===== src/hw/rtl/wavp_pkg.sv =====
// shared types, codes and constants of the wav pcm16 stream parser
package wavp_pkg;

	// frame counter width, also the width of max_frames and frames_out
	localparam int FC_W = 24;
	// width of the announced frame count
	localparam int HDR_W = 31;
	// result queue depth
	localparam int QDEPTH = 4;
	localparam int QPTR_W = $clog2(QDEPTH);
	localparam int QCNT_W = $clog2(QDEPTH + 1);

	// chunk tags as they build up little endian in the gather word
	localparam logic [31:0] TAG_RIFF = 32'h4646_4952;
	localparam logic [31:0] TAG_WAVE = 32'h4556_4157;
	localparam logic [31:0] TAG_FMT  = 32'h2074_6D66;
	localparam logic [31:0] TAG_DATA = 32'h6174_6164;

	// fmt chunk fields
	localparam logic [31:0] FMT_MIN_SIZE  = 32'd16;
	localparam logic [15:0] FMT_PCM       = 16'd1;
	localparam logic [15:0] CH_MONO       = 16'd1;
	localparam logic [15:0] CH_STEREO     = 16'd2;
	localparam logic [15:0] BITS_16       = 16'd16;
	localparam logic [3:0]  FPOS_FORMAT   = 4'd1;
	localparam logic [3:0]  FPOS_CHANNELS = 4'd3;
	localparam logic [3:0]  FPOS_RATE     = 4'd7;
	localparam logic [3:0]  FPOS_BITS     = 4'd15;

	// configuration register indexes
	localparam logic [0:0] CFG_EXPECTED_RATE = 1'b0;
	localparam logic [0:0] CFG_MAX_FRAMES    = 1'b1;

	// result kinds
	localparam logic KIND_FRAME   = 1'b0;
	localparam logic KIND_SUMMARY = 1'b1;

	// summary status codes
	typedef enum logic [3:0] {
		ST_OK        = 4'd0,
		ST_BAD_TAG   = 4'd1,
		ST_FMT_SHORT = 4'd2,
		ST_TRUNC     = 4'd3,
		ST_NOT_PCM   = 4'd4,
		ST_BAD_CH    = 4'd5,
		ST_NOT_16    = 4'd6,
		ST_BAD_RATE  = 4'd7,
		ST_NO_FRAMES = 4'd8
	} status_t;

	// one result item
	typedef struct packed {
		logic               kind;
		logic signed [15:0] left_sample;
		logic signed [15:0] right_sample;
		logic [3:0]         status;
		logic [31:0]        sample_rate;
		logic [1:0]         channel_count;
		logic [HDR_W-1:0]   header_frames;
		logic [FC_W-1:0]    frames_out;
		logic               last_result;
	} result_t;

	// up to two results pushed by one byte, frame first
	typedef struct packed {
		logic [1:0] count;
		result_t    r0;
		result_t    r1;
	} res_push_t;

endpackage


===== src/hw/rtl/wavp_parser.sv =====
// byte input register, header walk, frame assembly and summary generation
module wavp_parser
	import wavp_pkg::*;
(
	input  logic              clk,
	input  logic              arst_n,
	input  logic              in_valid,
	output logic              in_stall,
	input  logic [7:0]        byte_in,
	input  logic              last_byte,
	input  logic [31:0]       expected_rate,
	input  logic [FC_W-1:0]   max_frames,
	input  logic              room,
	output res_push_t         push
);

	typedef enum logic [8:0] {
		PH_RIFF  = 9'b000000001,
		PH_RSIZE = 9'b000000010,
		PH_WAVE  = 9'b000000100,
		PH_CID   = 9'b000001000,
		PH_CSIZE = 9'b000010000,
		PH_FMT   = 9'b000100000,
		PH_SKIP  = 9'b001000000,
		PH_DATA  = 9'b010000000,
		PH_DONE  = 9'b100000000
	} phase_t;

	typedef enum logic [1:0] {
		CK_OTHER = 2'd0,
		CK_FMT   = 2'd1,
		CK_DATA  = 2'd2
	} chunk_t;

	// input register
	logic       valid_s1;
	logic [7:0] byte_s1;
	logic       last_s1;
	logic       advance;

	// file state
	phase_t            phase_q, phase_d;
	logic [1:0]        byte_index_q, byte_index_d;
	logic [31:0]       gather_q, gather_d;
	logic [31:0]       skip_q, skip_d;
	logic              pad_q, pad_d;
	logic              have_fmt_q, have_fmt_d;
	logic [15:0]       format_q, format_d;
	logic [15:0]       channels_q, channels_d;
	logic [31:0]       rate_q, rate_d;
	logic [15:0]       bits_q, bits_d;
	logic [FC_W-1:0]   target_q, target_d;
	logic [FC_W-1:0]   count_q, count_d;
	logic [15:0]       held_left_q, held_left_d;
	logic [3:0]        fmt_pos_q, fmt_pos_d;
	chunk_t            chunk_q, chunk_d;
	logic [HDR_W-1:0]  hdr_q, hdr_d;

	// per byte results
	logic [31:0]       gword;
	logic              full;
	logic              frame_req;
	logic [15:0]       frame_l;
	logic [15:0]       frame_r;
	logic              sum_req;
	status_t           sum_status;
	logic [FC_W-1:0]   tgt;
	result_t           frame_res;
	result_t           sum_res;

	assign advance  = valid_s1 && room;
	assign in_stall = valid_s1 && !room;

	// input register: refilled whenever the held byte moves on
	always_ff @(posedge clk or negedge arst_n) begin
		if (!arst_n) begin
			valid_s1 <= 1'b0;
		end else if (!in_stall) begin
			valid_s1 <= in_valid;
		end
	end

	always_ff @(posedge clk) begin
		if (in_valid && !in_stall) begin
			byte_s1 <= byte_in;
			last_s1 <= last_byte;
		end
	end

	// next state and results for the held byte
	always_comb begin
		phase_d     = phase_q;
		byte_index_d = byte_index_q;
		gather_d    = gather_q;
		skip_d      = skip_q;
		pad_d       = pad_q;
		have_fmt_d  = have_fmt_q;
		format_d    = format_q;
		channels_d  = channels_q;
		rate_d      = rate_q;
		bits_d      = bits_q;
		target_d    = target_q;
		count_d     = count_q;
		held_left_d = held_left_q;
		fmt_pos_d   = fmt_pos_q;
		chunk_d     = chunk_q;
		hdr_d       = hdr_q;
		frame_req   = 1'b0;
		frame_l     = '0;
		frame_r     = '0;
		sum_req     = 1'b0;
		sum_status  = ST_OK;
		tgt         = '0;
		gword       = {byte_s1, gather_q[31:8]};
		full        = 1'b0;

		// header words gather four bytes at a time
		if (phase_q inside {PH_RIFF, PH_RSIZE, PH_WAVE, PH_CID, PH_CSIZE}) begin
			gather_d     = gword;
			full         = (byte_index_q == 2'd3);
			byte_index_d = byte_index_q + 2'd1;
		end

		unique case (phase_q)
			PH_RIFF: begin
				if (full) begin
					if (gword != TAG_RIFF) begin
						sum_req    = 1'b1;
						sum_status = ST_BAD_TAG;
					end else begin
						phase_d = PH_RSIZE;
					end
				end
			end
			PH_RSIZE: begin
				if (full) phase_d = PH_WAVE;
			end
			PH_WAVE: begin
				if (full) begin
					if (gword != TAG_WAVE) begin
						sum_req    = 1'b1;
						sum_status = ST_BAD_TAG;
					end else begin
						phase_d = PH_CID;
					end
				end
			end
			PH_CID: begin
				if (full) begin
					if (gword == TAG_FMT) chunk_d = CK_FMT;
					else if (gword == TAG_DATA) chunk_d = CK_DATA;
					else chunk_d = CK_OTHER;
					phase_d = PH_CSIZE;
				end
			end
			PH_CSIZE: begin
				if (full) begin
					case (chunk_q)
						CK_FMT: begin
							if (gword < FMT_MIN_SIZE) begin
								sum_req    = 1'b1;
								sum_status = ST_FMT_SHORT;
							end else begin
								skip_d    = gword - FMT_MIN_SIZE;
								fmt_pos_d = '0;
								phase_d   = PH_FMT;
							end
						end
						CK_DATA: begin
							// header checks in priority order
							if (!have_fmt_q) begin
								sum_req    = 1'b1;
								sum_status = ST_TRUNC;
							end else if (format_q != FMT_PCM) begin
								sum_req    = 1'b1;
								sum_status = ST_NOT_PCM;
							end else if (channels_q != CH_MONO && channels_q != CH_STEREO) begin
								sum_req    = 1'b1;
								sum_status = ST_BAD_CH;
							end else if (bits_q != BITS_16) begin
								sum_req    = 1'b1;
								sum_status = ST_NOT_16;
							end else if (expected_rate != '0 && rate_q != expected_rate) begin
								sum_req    = 1'b1;
								sum_status = ST_BAD_RATE;
							end else begin
								// two bytes per sample, one or two samples per frame
								if (channels_q == CH_STEREO) hdr_d = {1'b0, gword[31:2]};
								else hdr_d = gword[31:1];
								if (hdr_d > {{(HDR_W-FC_W){1'b0}}, max_frames}) tgt = max_frames;
								else tgt = hdr_d[FC_W-1:0];
								target_d     = tgt;
								count_d      = '0;
								byte_index_d = '0;
								if (tgt == '0) begin
									sum_req    = 1'b1;
									sum_status = ST_NO_FRAMES;
								end else begin
									phase_d = PH_DATA;
								end
							end
						end
						default: begin
							skip_d  = gword;
							pad_d   = gword[0];
							phase_d = (gword == '0) ? PH_CID : PH_SKIP;
						end
					endcase
				end
			end
			PH_FMT: begin
				gather_d = gword;
				case (fmt_pos_q)
					FPOS_FORMAT:   format_d   = gword[31:16];
					FPOS_CHANNELS: channels_d = gword[31:16];
					FPOS_RATE:     rate_d     = gword;
					FPOS_BITS:     bits_d     = gword[31:16];
					default: ;
				endcase
				if (fmt_pos_q == FPOS_BITS) begin
					have_fmt_d   = 1'b1;
					byte_index_d = '0;
					pad_d        = 1'b0;
					phase_d      = (skip_q == '0) ? PH_CID : PH_SKIP;
				end else begin
					fmt_pos_d = fmt_pos_q + 4'd1;
				end
			end
			PH_SKIP: begin
				if (skip_q != '0) skip_d = skip_q - 32'd1;
				else pad_d = 1'b0;
				if (skip_d == '0 && !pad_d) begin
					phase_d      = PH_CID;
					byte_index_d = '0;
				end
			end
			PH_DATA: begin
				gather_d = gword;
				if (channels_q == CH_MONO) begin
					if (byte_index_q == 2'd1) begin
						frame_req    = 1'b1;
						frame_l      = gword[31:16];
						frame_r      = gword[31:16];
						byte_index_d = '0;
					end else begin
						byte_index_d = 2'd1;
					end
				end else begin
					if (byte_index_q == 2'd1) held_left_d = gword[31:16];
					if (byte_index_q == 2'd3) begin
						frame_req = 1'b1;
						frame_l   = held_left_q;
						frame_r   = gword[31:16];
					end
					byte_index_d = byte_index_q + 2'd1;
				end
				// frame limit closes the file with a good summary
				if (frame_req) begin
					count_d = count_q + FC_W'(1);
					if (count_d >= target_q) begin
						sum_req    = 1'b1;
						sum_status = ST_OK;
					end
				end
			end
			PH_DONE: ;
			default: ;
		endcase

		if (sum_req) phase_d = PH_DONE;

		// end of file without a summary yet
		if (last_s1 && phase_d != PH_DONE) begin
			sum_req = 1'b1;
			if (phase_d == PH_DATA) sum_status = (count_d != '0) ? ST_OK : ST_NO_FRAMES;
			else sum_status = ST_TRUNC;
		end

		// result records
		frame_res               = '0;
		frame_res.kind          = KIND_FRAME;
		frame_res.left_sample   = frame_l;
		frame_res.right_sample  = frame_r;
		frame_res.last_result   = !sum_req;

		sum_res                 = '0;
		sum_res.kind            = KIND_SUMMARY;
		sum_res.status          = sum_status;
		sum_res.sample_rate     = rate_d;
		sum_res.channel_count   = (channels_d == CH_MONO || channels_d == CH_STEREO) ?
			channels_d[1:0] : 2'd0;
		sum_res.header_frames   = hdr_d;
		sum_res.frames_out      = count_d;
		sum_res.last_result     = 1'b1;

		// last byte returns the file state to reset
		if (last_s1) begin
			phase_d      = PH_RIFF;
			byte_index_d = '0;
			gather_d     = '0;
			skip_d       = '0;
			pad_d        = 1'b0;
			have_fmt_d   = 1'b0;
			format_d     = '0;
			channels_d   = '0;
			rate_d       = '0;
			bits_d       = '0;
			target_d     = '0;
			count_d      = '0;
			held_left_d  = '0;
			fmt_pos_d    = '0;
			chunk_d      = CK_OTHER;
			hdr_d        = '0;
		end
	end

	// results toward the queue
	always_comb begin
		push       = '0;
		push.r0    = frame_req ? frame_res : sum_res;
		push.r1    = sum_res;
		if (advance) push.count = {1'b0, frame_req} + {1'b0, sum_req};
	end

	// file state registers
	always_ff @(posedge clk or negedge arst_n) begin
		if (!arst_n) begin
			phase_q      <= PH_RIFF;
			byte_index_q <= '0;
			gather_q     <= '0;
			skip_q       <= '0;
			pad_q        <= 1'b0;
			have_fmt_q   <= 1'b0;
			format_q     <= '0;
			channels_q   <= '0;
			rate_q       <= '0;
			bits_q       <= '0;
			target_q     <= '0;
			count_q      <= '0;
			held_left_q  <= '0;
			fmt_pos_q    <= '0;
			chunk_q      <= CK_OTHER;
			hdr_q        <= '0;
		end else if (advance) begin
			phase_q      <= phase_d;
			byte_index_q <= byte_index_d;
			gather_q     <= gather_d;
			skip_q       <= skip_d;
			pad_q        <= pad_d;
			have_fmt_q   <= have_fmt_d;
			format_q     <= format_d;
			channels_q   <= channels_d;
			rate_q       <= rate_d;
			bits_q       <= bits_d;
			target_q     <= target_d;
			count_q      <= count_d;
			held_left_q  <= held_left_d;
			fmt_pos_q    <= fmt_pos_d;
			chunk_q      <= chunk_d;
			hdr_q        <= hdr_d;
		end
	end

`ifndef SYNTH
	// a last byte always closes the file and restarts the walk
	assert property (@(posedge clk) disable iff (!arst_n)
		(advance && last_s1) |=> (phase_q == PH_RIFF))
		else $error("file state not cleared after last byte");

	// a last byte of a file still open always yields the summary
	assert property (@(posedge clk) disable iff (!arst_n)
		(advance && last_s1 && phase_q != PH_DONE) |-> (push.count != 2'd0))
		else $error("last byte without summary");

	// a pair is a frame then the closing summary
	assert property (@(posedge clk) disable iff (!arst_n)
		(push.count == 2'd2) |-> (push.r0.kind == KIND_FRAME &&
		push.r1.kind == KIND_SUMMARY && push.r1.last_result && !push.r0.last_result))
		else $error("bad result pair");
`endif

endmodule


===== src/hw/rtl/wavp_outq.sv =====
// small result queue between the parser and the output channel
module wavp_outq
	import wavp_pkg::*;
(
	input  logic      clk,
	input  logic      arst_n,
	input  res_push_t push,
	output logic      room,
	output logic      out_valid,
	input  logic      out_stall,
	output result_t   out_res
);

	result_t           ent_q [QDEPTH];
	logic [QPTR_W-1:0] wr_ptr_q;
	logic [QPTR_W-1:0] rd_ptr_q;
	logic [QCNT_W-1:0] count_q;
	logic              pop;
	logic [QCNT_W-1:0] after_pop;

	assign out_valid = (count_q != '0);
	assign out_res   = ent_q[rd_ptr_q];
	assign pop       = out_valid && !out_stall;
	assign after_pop = count_q - {{(QCNT_W-1){1'b0}}, pop};
	// room for a frame and a summary once this cycle's transfer leaves
	assign room      = (after_pop <= QCNT_W'(QDEPTH - 2));

	// entry writes
	always_ff @(posedge clk) begin
		if (push.count != 2'd0) ent_q[wr_ptr_q] <= push.r0;
		if (push.count == 2'd2) ent_q[wr_ptr_q + QPTR_W'(1)] <= push.r1;
	end

	// pointers and fill count
	always_ff @(posedge clk or negedge arst_n) begin
		if (!arst_n) begin
			wr_ptr_q <= '0;
			rd_ptr_q <= '0;
			count_q  <= '0;
		end else begin
			wr_ptr_q <= wr_ptr_q + QPTR_W'(push.count);
			if (pop) rd_ptr_q <= rd_ptr_q + QPTR_W'(1);
			count_q  <= after_pop + QCNT_W'(push.count);
		end
	end

`ifndef SYNTH
	// pushes never overrun the queue
	assert property (@(posedge clk) disable iff (!arst_n)
		(push.count != 2'd0) |-> ((after_pop + QCNT_W'(push.count)) <= QCNT_W'(QDEPTH)))
		else $error("result queue overflow");
`endif

endmodule


===== src/hw/rtl/wav_pcm16_stream_parser.sv =====
// top level of the wav pcm16 stream parser: configuration registers and channels
// Usage: a WAV file enters one byte per transfer on the input channel
// (in_valid, in_stall, byte_in, last_byte), last_byte marking its final byte.
// The output channel (out_valid, out_stall and the result fields) carries
// stereo sample frames (kind 0, mono duplicated to both sides) and, for each
// file, exactly one summary (kind 1) with status, rate, channels and counts.
// last_result flags the final result caused by one byte.
// Throughput: one byte per cycle while the queue has room; each accepted
// byte updates the parser state. A byte that yields a frame and the summary puts
// two results into a four-entry queue, which drains one result per cycle unless
// the receiver stalls. An accepted byte goes into the input register; its
// results then go into a queue entry and on to the output channel.
// When the receiver stalls, results wait in the queue; the input channel
// stalls once the queue cannot take two more results. Reset clears the file
// state, empties the queue, sets expected_rate to 0 and max_frames to its
// largest value. Write configuration only while idle; the block does not check.
module wav_pcm16_stream_parser
	import wavp_pkg::*;
(
	input  logic                    clk,
	input  logic                    arst_n,
	input  logic                    cfg_we,
	input  logic [0:0]              cfg_index,
	input  logic [31:0]             cfg_data,
	input  logic                    in_valid,
	output logic                    in_stall,
	input  logic [7:0]              byte_in,
	input  logic                    last_byte,
	output logic                    out_valid,
	input  logic                    out_stall,
	output logic                    kind,
	output logic signed [15:0]      left_sample,
	output logic signed [15:0]      right_sample,
	output logic [3:0]              status,
	output logic [31:0]             sample_rate,
	output logic [1:0]              channel_count,
	output logic [HDR_W-1:0]        header_frames,
	output logic [FC_W-1:0]         frames_out,
	output logic                    last_result
);

	logic [31:0]     expected_rate_q;
	logic [FC_W-1:0] max_frames_q;
	logic            room;
	res_push_t       push;
	result_t         out_res;

	// configuration registers
	always_ff @(posedge clk or negedge arst_n) begin
		if (!arst_n) begin
			expected_rate_q <= '0;
			max_frames_q    <= '1;
		end else if (cfg_we) begin
			unique case (cfg_index)
				CFG_EXPECTED_RATE: expected_rate_q <= cfg_data;
				CFG_MAX_FRAMES:    max_frames_q    <= cfg_data[FC_W-1:0];
				default: ;
			endcase
		end
	end

	wavp_parser u_parser (
		.clk           (clk),
		.arst_n        (arst_n),
		.in_valid      (in_valid),
		.in_stall      (in_stall),
		.byte_in       (byte_in),
		.last_byte     (last_byte),
		.expected_rate (expected_rate_q),
		.max_frames    (max_frames_q),
		.room          (room),
		.push          (push)
	);

	wavp_outq u_outq (
		.clk       (clk),
		.arst_n    (arst_n),
		.push      (push),
		.room      (room),
		.out_valid (out_valid),
		.out_stall (out_stall),
		.out_res   (out_res)
	);

	// result fields
	assign kind          = out_res.kind;
	assign left_sample   = out_res.left_sample;
	assign right_sample  = out_res.right_sample;
	assign status        = out_res.status;
	assign sample_rate   = out_res.sample_rate;
	assign channel_count = out_res.channel_count;
	assign header_frames = out_res.header_frames;
	assign frames_out    = out_res.frames_out;
	assign last_result   = out_res.last_result;

endmodule


===== config.mk =====
export PLATFORM = sky130hd
export DESIGN_NAME = wav_pcm16_stream_parser
export DESIGN_NICKNAME = d
export VERILOG_FILES = /design/src/hw/rtl/wavp_pkg.sv /design/src/hw/rtl/wavp_parser.sv /design/src/hw/rtl/wavp_outq.sv /design/src/hw/rtl/wav_pcm16_stream_parser.sv
export SDC_FILE = /design/constraint.sdc
export NUM_CORES = 2
export LEC_CHECK = 0
export BUFFER_PORTS_ARGS = -buffer_cell sky130_fd_sc_hd__clkbuf_2
export CAP_MARGIN = 20
export CORE_ASPECT_RATIO = 0.6
export CORE_MARGIN = 5
export CORE_UTILIZATION = 60
export DETAILED_ROUTE_END_ITERATION = 12
export PLACE_DENSITY = 0.77
export SLEW_MARGIN = 20
export SYNTH_ARGS = -nofsm -noshare
export SYNTH_HDL_FRONTEND = slang
export SYNTH_SLANG_ARGS = --single-unit

===== constraint.sdc =====
create_clock -name clk -period 14.5 [get_ports clk]
set_clock_uncertainty 0.2 [all_clocks]
set_input_delay 1.45 -clock clk [delete_from_list [all_inputs] [get_ports clk]]
set_output_delay 1.45 -clock clk [all_outputs]
set_load 0.02 [all_outputs]

Yosys cells after proc, flatten, opt, wreduce, memory -nomap -nowiden. Memories as Yosys holds them, arrays and structs flattened. Cells that the tools add are included.

Add/sub/neg operators: 11. $mul: 0. Div/mod/pow operators: 0. Order comparisons: 4. Equality and inequality tests: 45. Shift-type cells: 0. Mux-type cells: 183. Bitwise operators: 1. Reductions and logical operators: 51.

Operator list (count): 24-bit 2-to-1 mux (27); 31-bit 2-to-1 mux (18); 32-bit 2-to-1 mux (11); 16-bit 2-to-1 mux (20); 9-bit 2-to-1 mux (18); 32-bit case mux with 2 select lines (2); 127-bit 2-to-1 mux (1); 32-bit zero test (3); 4-bit 2-to-1 mux (17); 32-bit by 31-bit != test with 1-bit output, second input constant (2); 32-bit nonzero test (2); 9-bit case mux with 7 select lines (1); 24-bit case mux with 2 select lines (1); 2-bit 2-to-1 mux (20); 1-bit 2-to-1 mux (37); 16-bit by 1-bit equality test with 1-bit output, second input constant (2); 16-bit by 2-bit equality test with 1-bit output, second input constant (2); 32-bit by 30-bit equality test with 1-bit output, second input constant (1); 32-bit by 31-bit equality test with 1-bit output, second input constant (1); 32-bit by 5-bit less-than comparator with 1-bit output, second input constant (1); 16-bit by 1-bit != test with 1-bit output, second input constant (2); 32-bit != test (1); 32-bit by 1-bit subtractor with 32-bit output, second input constant (1); 32-bit by 5-bit subtractor with 32-bit output, second input constant (1); 56 further kinds (103).

Flip-flop bits (word level): 331. Bits in latches: 0. Bits in writable memories: 508. Bits in read-only memories: 0. Input port bits: 47. Output and inout port bits: 129. Word-level logic and storage cells: 320. Memories: 1.

Memories: u_outq.ent_q (depth 4, width 127, rd ports 1, clocked after memory_dff 0, write ports 2, RTL line wavp_outq.sv:14) `result_t ent_q [QDEPTH];`.

Longest topological paths before layout.
Depth in word-level cells: 39. Mapped depth: 29. Mapped depth without buffers: 25.

Modules after synthesis. A second synthesis with hierarchy kept.

Cell total of the unflattened synthesis: 3689. Area, all modules: 45760.1 sq um.

Modules (own cells, without submodules): wavp_outq (instances 1, cells an instance 1270, area each 25086.6 sq um, seq. area each 15429.8 sq um); wavp_parser (instances 1, cells an instance 2299, area each 18385.1 sq um, seq. area each 6552.5 sq um); wav_pcm16_stream_parser (instances 1, cells an instance 120, area each 2288.4 sq um, seq. area each 1431.4 sq um).

Least setup slack after synthesis. No wires, ideal clock.

Path kind: reg-to-reg. Start: reg u_parser.channels_q[10]. End: mem u_outq.ent_q[1][84] (netlist bit), data pin. Arrival time: 7.787 ns. Required time: 14.159 ns. Setup slack: 6.372 ns. Stages on the path, launching flop included: 30. Path buffers: 4. Period minus slack after synthesis: 8.128 ns. Cells stage by stage: dfrtp_1 nor4_1 nand2_1 nor2_1 clkbuf_1 nand2_1 nand2_1 ha_1 a21oi_1 o21ai_0 a2111oi_0 nand4_1 a311oi_1 o21ai_0 a21oi_1 nand4_2 a21oi_2 and4b_1 o21ai_1 ha_1 inv_1 nand2_1 a21oi_1 nand2b_1 clkbuf_1 inv_1 nand2_1 clkbuf_1 buf_1 nor2_1.

RTL lines: start: declaration (RTL line wavp_parser.sv:49) `logic [15:0] channels_q, channels_d;`; start signal: assignment (RTL line wavp_parser.sv:352) `channels_q <= channels_d;`; end: declaration (RTL line wavp_outq.sv:14).

==> flow_summary.html <==
<table>
<tr><th>Metric</th><th>Value</th></tr>
<tr><th colspan="2">Setup path</th></tr>
<tr><td>Max incr delay on CP</td><td>approximately 0.73 ns</td></tr>
<tr><td>R2r startpoint</td><td>u_parser.channels_q[3]</td></tr>
<tr><td>Most prevalent standard cell on the critical path</td><td>sky130_fd_sc_hd__a21oi_1</td></tr>
<tr><td>Critical path start-end classification</td><td>flop to flop</td></tr>
<tr><td>Depth of the worst register-to-register path</td><td>26</td></tr>
<tr><td>Crit Path Max Fanout</td><td>slightly below 70</td></tr>
<tr><td>Slowest library cell on the worst path</td><td>sky130_fd_sc_hd__nor4_1</td></tr>
<tr><td>Crit path required time</td><td>~15 ns</td></tr>
<tr><td>Setup slack on the worst flop-to-flop path</td><td>between 5 and 6 ns</td></tr>
<tr><td>WP data arrival</td><td>between 8 and 9 ns</td></tr>
<tr><td>Element type at the critical path end</td><td>flop</td></tr>
<tr><td>End of the worst register-to-register path</td><td>u_outq.ent_q[3][63]</td></tr>
<tr><td>Kind of start point of the critical path</td><td>flop</td></tr>
<tr><th colspan="2">STA</th></tr>
<tr><td>Total Negative Setup Slacks</td><td>0 ns</td></tr>
<tr><td>Post-route fraction of the period consumed by the critical path</td><td>0.597</td></tr>
<tr><td>RSZ-0062 raised after global routing</td><td>no</td></tr>
<tr><td>Setup WS post-layout</td><td>a little under 6 ns</td></tr>
<tr><td>Setup-failing EPs final</td><td>0</td></tr>
<tr><td>Post-route worst hold slack</td><td>approximately 0.25 ns</td></tr>
<tr><td>Final Critical Period</td><td>about 8.7 ns</td></tr>
<tr><td>Hold violation count in the final report</td><td>0</td></tr>
<tr><td>Worst max-slew margin expressed relative to the limit</td><td>0.136</td></tr>
<tr><td>Measured slew at the worst slew-check pin</td><td>1.26 ns</td></tr>
<tr><td>Highest achievable clock rate</td><td>approximately 0.12 GHz</td></tr>
<tr><td>Final slew viol count</td><td>0</td></tr>
<tr><th colspan="2">Worst hold path</th></tr>
<tr><td>Number of stages on the worst hold path</td><td>2</td></tr>
<tr><td>Hold path startpoint</td><td>u_outq.ent_q[3][116]</td></tr>
<tr><td>Path class of the lowest-slack min-delay path</td><td>flop to flop</td></tr>
<tr><td>Endpoint of the worst hold path</td><td>u_outq.ent_q[3][116]</td></tr>
<tr><th colspan="2">Final layout</th></tr>
<tr><td>Non-Filler Cell Area, Final</td><td>~0.044 mm²</td></tr>
<tr><td>Fraction of final layout cells with drive strength greater than 1</td><td>0.187</td></tr>
<tr><td>Synth-to-layout area growth</td><td>10.8%</td></tr>
<tr><td>Nets@finish</td><td>~3700</td></tr>
<tr><td>Fillers</td><td>about 4800</td></tr>
<tr><td>Final core area utilization</td><td>0.668</td></tr>
<tr><th colspan="2">Global route</th></tr>
<tr><td>Total global-route track usage</td><td>0.333</td></tr>
<tr><td>Initial antenna violation count</td><td>1</td></tr>
<tr><td>First-pass GRT wire length</td><td>approximately 180000 µm</td></tr>
<tr><td>Number of global-route vias before repair</td><td>between 20000 and 30000</td></tr>
<tr><td>Largest net degree at the start of global routing</td><td>~120</td></tr>
<tr><td>Grt ovf</td><td>0</td></tr>
<tr><th colspan="2">Synth</th></tr>
<tr><td>YS warnings</td><td>0</td></tr>
<tr><td>Avg Cell Area, Syn</td><td>approximately 11 µm²</td></tr>
<tr><td>Flip-flop and latch count after synthesis</td><td>roughly 830</td></tr>
<tr><td>Netlist cell types</td><td>approximately 90</td></tr>
<tr><td>Number of synthesized flops with an enable pin</td><td>between 300 and 400</td></tr>
<tr><td>Synthesized net count</td><td>3670</td></tr>
<tr><td>Cell Area, Synth</td><td>slightly below 0.04 mm²</td></tr>
<tr><td>Predominant post-synthesis flop cell</td><td>sky130_fd_sc_hd__edfxtp_1</td></tr>
<tr><td>Async SR Flop Fraction</td><td>0.378</td></tr>
<tr><td>Part of the Yosys area used for sequential elements</td><td>0.556</td></tr>
<tr><td>Number of instances in the synthesized netlist</td><td>roughly 3600</td></tr>
<tr><th colspan="2">Power</th></tr>
<tr><td>Max IR drop VDD</td><td>about 180 µV</td></tr>
<tr><td>Power Dens Cells</td><td>around 200 mW/mm²</td></tr>
<tr><td>Static leakage</td><td>between 15 and 20 nW</td></tr>
<tr><th colspan="2">Run status</th></tr>
<tr><td>Result of the run</td><td>finished, final reports clean</td></tr>
<tr><th colspan="2">Route</th></tr>
<tr><td>Starting DRC count in detailed routing</td><td>around 4400</td></tr>
<tr><td>DR pass1 iterations</td><td>7</td></tr>
<tr><td>Routed wire length</td><td>120000 µm</td></tr>
<tr><td>Total via count in the routed design</td><td>approximately 30000</td></tr>
<tr><td>Number of vias per cell after detailed routing</td><td>approximately 6.6</td></tr>
<tr><td>Final ANT Viol Nets</td><td>0</td></tr>
<tr><td>Routed WL per cell</td><td>roughly 26 µm</td></tr>
<tr><td>DRC Markers</td><td>0</td></tr>
<tr><th colspan="2">Die</th></tr>
<tr><td>Area inside the core boundary</td><td>0.0659 mm²</td></tr>
<tr><td>Total die area</td><td>slightly above 0.07 mm²</td></tr>
<tr><td>Horiz. Die Dim</td><td>342 µm</td></tr>
<tr><td>Number of I/O pins</td><td>176</td></tr>
<tr><td>Die Span Y</td><td>approximately 210 µm</td></tr>
<tr><td>Initial standard-cell utilization of the core</td><td>0.603</td></tr>
<tr><td>Std cell rows</td><td>73</td></tr>
<tr><th colspan="2">Place</th></tr>
<tr><td>Number of input and output port buffers inserted</td><td>between 150 and 200</td></tr>
<tr><td>Post-detail-place hpwl</td><td>82700 µm</td></tr>
<tr><td>Placer's final routability congestion estimate</td><td>between 1 and 1.5</td></tr>
<tr><td>Area after DPL</td><td>roughly 0.041 mm²</td></tr>
<tr><td>Pre-CTS setup slack</td><td>a little over 6 ns</td></tr>
<tr><th colspan="2">Clock tree</th></tr>
<tr><td>CTS sink cnt</td><td>between 800 and 900</td></tr>
<tr><td>Cts-stage hold buffer count</td><td>0</td></tr>
<tr><td>Source-to-sink clock delay at the later pin of the worst-skew pair</td><td>approximately 0.66 ns</td></tr>
<tr><td>Clock slew at the register clock pins of the worst setup and hold paths</td><td>around 0.070 ns</td></tr>
<tr><td>Setup repair bufs after CTS</td><td>0</td></tr>
<tr><td>TritonCTS clock tree</td><td>built</td></tr>
<tr><td>Number of gates resized after CTS</td><td>0</td></tr>
<tr><td>Clock buffers created by TritonCTS</td><td>77</td></tr>
<tr><td>CTS H-Tree Depth</td><td>3</td></tr>
<tr><td>Cell at the root of the clock tree</td><td>sky130_fd_sc_hd__clkbuf_16</td></tr>
<tr><td>Maximum count of clock buffers along a single path</td><td>3</td></tr>
<tr><th colspan="2">Flow run</th></tr>
<tr><td>Max Cap Violations</td><td>0</td></tr>
</table>
## worst max-delay path: cells and delay by family, from the launching register on
family                     cells  cell delay [ns]
AOI/OAI and AO/OA             10             2.65
buffers and inverters          5             1.86
DFF                            1             0.41
adders and majority gates      2             0.74
and+or+nand+nor                9             2.36
## cells by family (layout without fill, tap and decap cells)
family	Yosys count	count (layout)	synth area share
and+or+nand+nor	1272	1272	0.147
buffers and inverters	346	472	0.0334
xor gates and xnor gates	88	88	0.0194
DFF	831	831	0.556
adders and majority gates	65	65	0.0207
AOI/OAI and AO/OA	682	682	0.112
other	0	3	0
muxes	274	274	0.112
## area by class of cell
type / count / area, µm² / area share
antenna: 3 / 7.51 / 0.000171
clock buffer: 110 / 2270 / 0.0516
clock inverter: 33 / 314 / 0.00714
inverter: 87 / 337 / 0.00766
multi-input combinational: 2381 / 16500 / 0.374
sequential: 831 / 22100 / 0.502
tap: 900 / 1130 / 0.0256
timing repair buffer: 242 / 1390 / 0.0317
## layout by cell type, fill, tap and decap left out, types with 11 or more instances in the layout
cell                        synthesis  routed
sky130_fd_sc_hd__a22oi_1           24      24
sky130_fd_sc_hd__nor3_1            54      53
sky130_fd_sc_hd__or4_1             13      13
sky130_fd_sc_hd__nand2b_1          17      16
sky130_fd_sc_hd__dfrtp_1          289     287
sky130_fd_sc_hd__a211oi_1          12      12
sky130_fd_sc_hd__nor2b_1           24      23
sky130_fd_sc_hd__clkbuf_1         207      15
sky130_fd_sc_hd__a31oi_1           22      22
sky130_fd_sc_hd__dfstp_2           25      25
sky130_fd_sc_hd__ha_1              64      64
sky130_fd_sc_hd__or3_1             13      13
sky130_fd_sc_hd__or2_2             11      11
sky130_fd_sc_hd__mux2i_2            0      14
sky130_fd_sc_hd__clkbuf_16          0      81
sky130_fd_sc_hd__nand3_1           54      54
sky130_fd_sc_hd__mux2_2            91      91
sky130_fd_sc_hd__clkbuf_2           0     175
sky130_fd_sc_hd__o21ai_0          246     245
sky130_fd_sc_hd__nor2_1           526     523
sky130_fd_sc_hd__xnor2_1           63      63
sky130_fd_sc_hd__buf_4              0      66
sky130_fd_sc_hd__a21oi_1          112     112
sky130_fd_sc_hd__clkbuf_8           0      13
sky130_fd_sc_hd__and2_1            12      12
sky130_fd_sc_hd__o22ai_1           11      11
sky130_fd_sc_hd__inv_1             86      82
sky130_fd_sc_hd__edfxtp_1         381     381
sky130_fd_sc_hd__a22o_1           125     125
sky130_fd_sc_hd__dfxtp_1          136     136
sky130_fd_sc_hd__o31ai_1           39      39
sky130_fd_sc_hd__and3_1            15      14
sky130_fd_sc_hd__nand2_1          362     358
sky130_fd_sc_hd__xor2_1            25      25
sky130_fd_sc_hd__nor4_1            58      57
sky130_fd_sc_hd__mux2i_1           56      42
sky130_fd_sc_hd__nand4_1           52      52
sky130_fd_sc_hd__mux4_2           127     127
## flip-flops by register name, summed over array words and instances, names as in the netlist, 3 cells and up
signal	cells
u_parser.rate_q	32
u_parser.hdr_q	31
u_outq.ent_q	508
u_parser.channels_q	16
u_parser.format_q	16
u_parser.phase_q	9
u_parser.target_q	24
u_outq.count_q	3
expected_rate_q	32
u_parser.byte_s1	8
u_parser.count_q	24
u_parser.gather_q	24
u_parser.fmt_pos_q	4
u_parser.bits_q	16
u_parser.held_left_q	16
u_parser.skip_q	32
max_frames_q	24
## Yosys cell counts (all sizes together) (10+ instances only)
cell type / count / area (µm²)
o22ai: 11 / 68.8
or3: 13 / 81.3
nand3: 54 / 270
a32o: 10 / 100
mux2i: 56 / 561
nand4: 54 / 350
a22o: 125 / 1090
mux4: 127 / 2860
or4: 17 / 143
nand2: 362 / 1360
o31ai: 39 / 293
nor4: 59 / 375
a21oi: 113 / 569
nor3: 60 / 337
xnor2: 63 / 552
a31oi: 23 / 159
mux2: 91 / 1020
ha: 64 / 801
a22oi: 24 / 180
and3: 15 / 93.8
o21ai: 256 / 1280
dfxtp: 136 / 2720
nor2b: 24 / 150
buf: 52 / 221
nor2: 528 / 1990
a211oi: 12 / 90.1
inv: 87 / 327
edfxtp: 381 / 11400
or2: 12 / 75.1
xor2: 25 / 219
and2: 12 / 75.1
dfrtp: 289 / 7230
clkbuf: 207 / 777
nand2b: 17 / 106
dfstp: 25 / 657
## report_power, final
group | total [mW] | internal [mW] | switching [mW]
clock network | 2.09 | 1.17 | 0.919
registers | 3.25 | 2.90 | 0.347
logic | 3.27 | 1.07 | 2.20
total | 8.61 | 5.14 | 3.47
## worst max path at each step
| stage | start | end | slack (ns) | cells past startpoint |
|---|---|---|---|---|
| global placement | u_parser.channels_q[3] | u_outq.ent_q[0][99] | 6.50 | 22 |
| floorplan | u_parser.channels_q[10] | u_outq.ent_q[1][84] | 6.37 | 29 |
| finish | u_parser.channels_q[3] | u_outq.ent_q[3][63] | 5.85 | 26 |
| CTS | u_parser.channels_q[3] | u_outq.ent_q[3][41] | 6.07 | 26 |
| detailed placement | u_parser.channels_q[6] | u_outq.ent_q[3][63] | 6.23 | 26 |
| global route | u_parser.channels_q[3] | u_outq.ent_q[3][63] | 5.33 | 26 |
## through the flow
step           instances  total power [mW]
2_1_floorplan       3558              5.40
3_3_place_gp        4441              6.41
3_5_place_dp        4441              6.45
4_1_cts             4584              8.53
5_1_grt             4584              8.95
6_report            4587              8.61
## per-layer routing
metal	global-route usage	routed length (µm)	vias up	part of all wire
li1	-	-	13100	-
met1	0.512	50700	14900	0.42
met2	0.426	47400	1973	0.40
met3	0.160	19400	191	0.16
met4	0.0631	2210	4	0.018
met5	0.0215	234	-	0.0020
No activity file was read; power rests on OpenSTA's default activity.
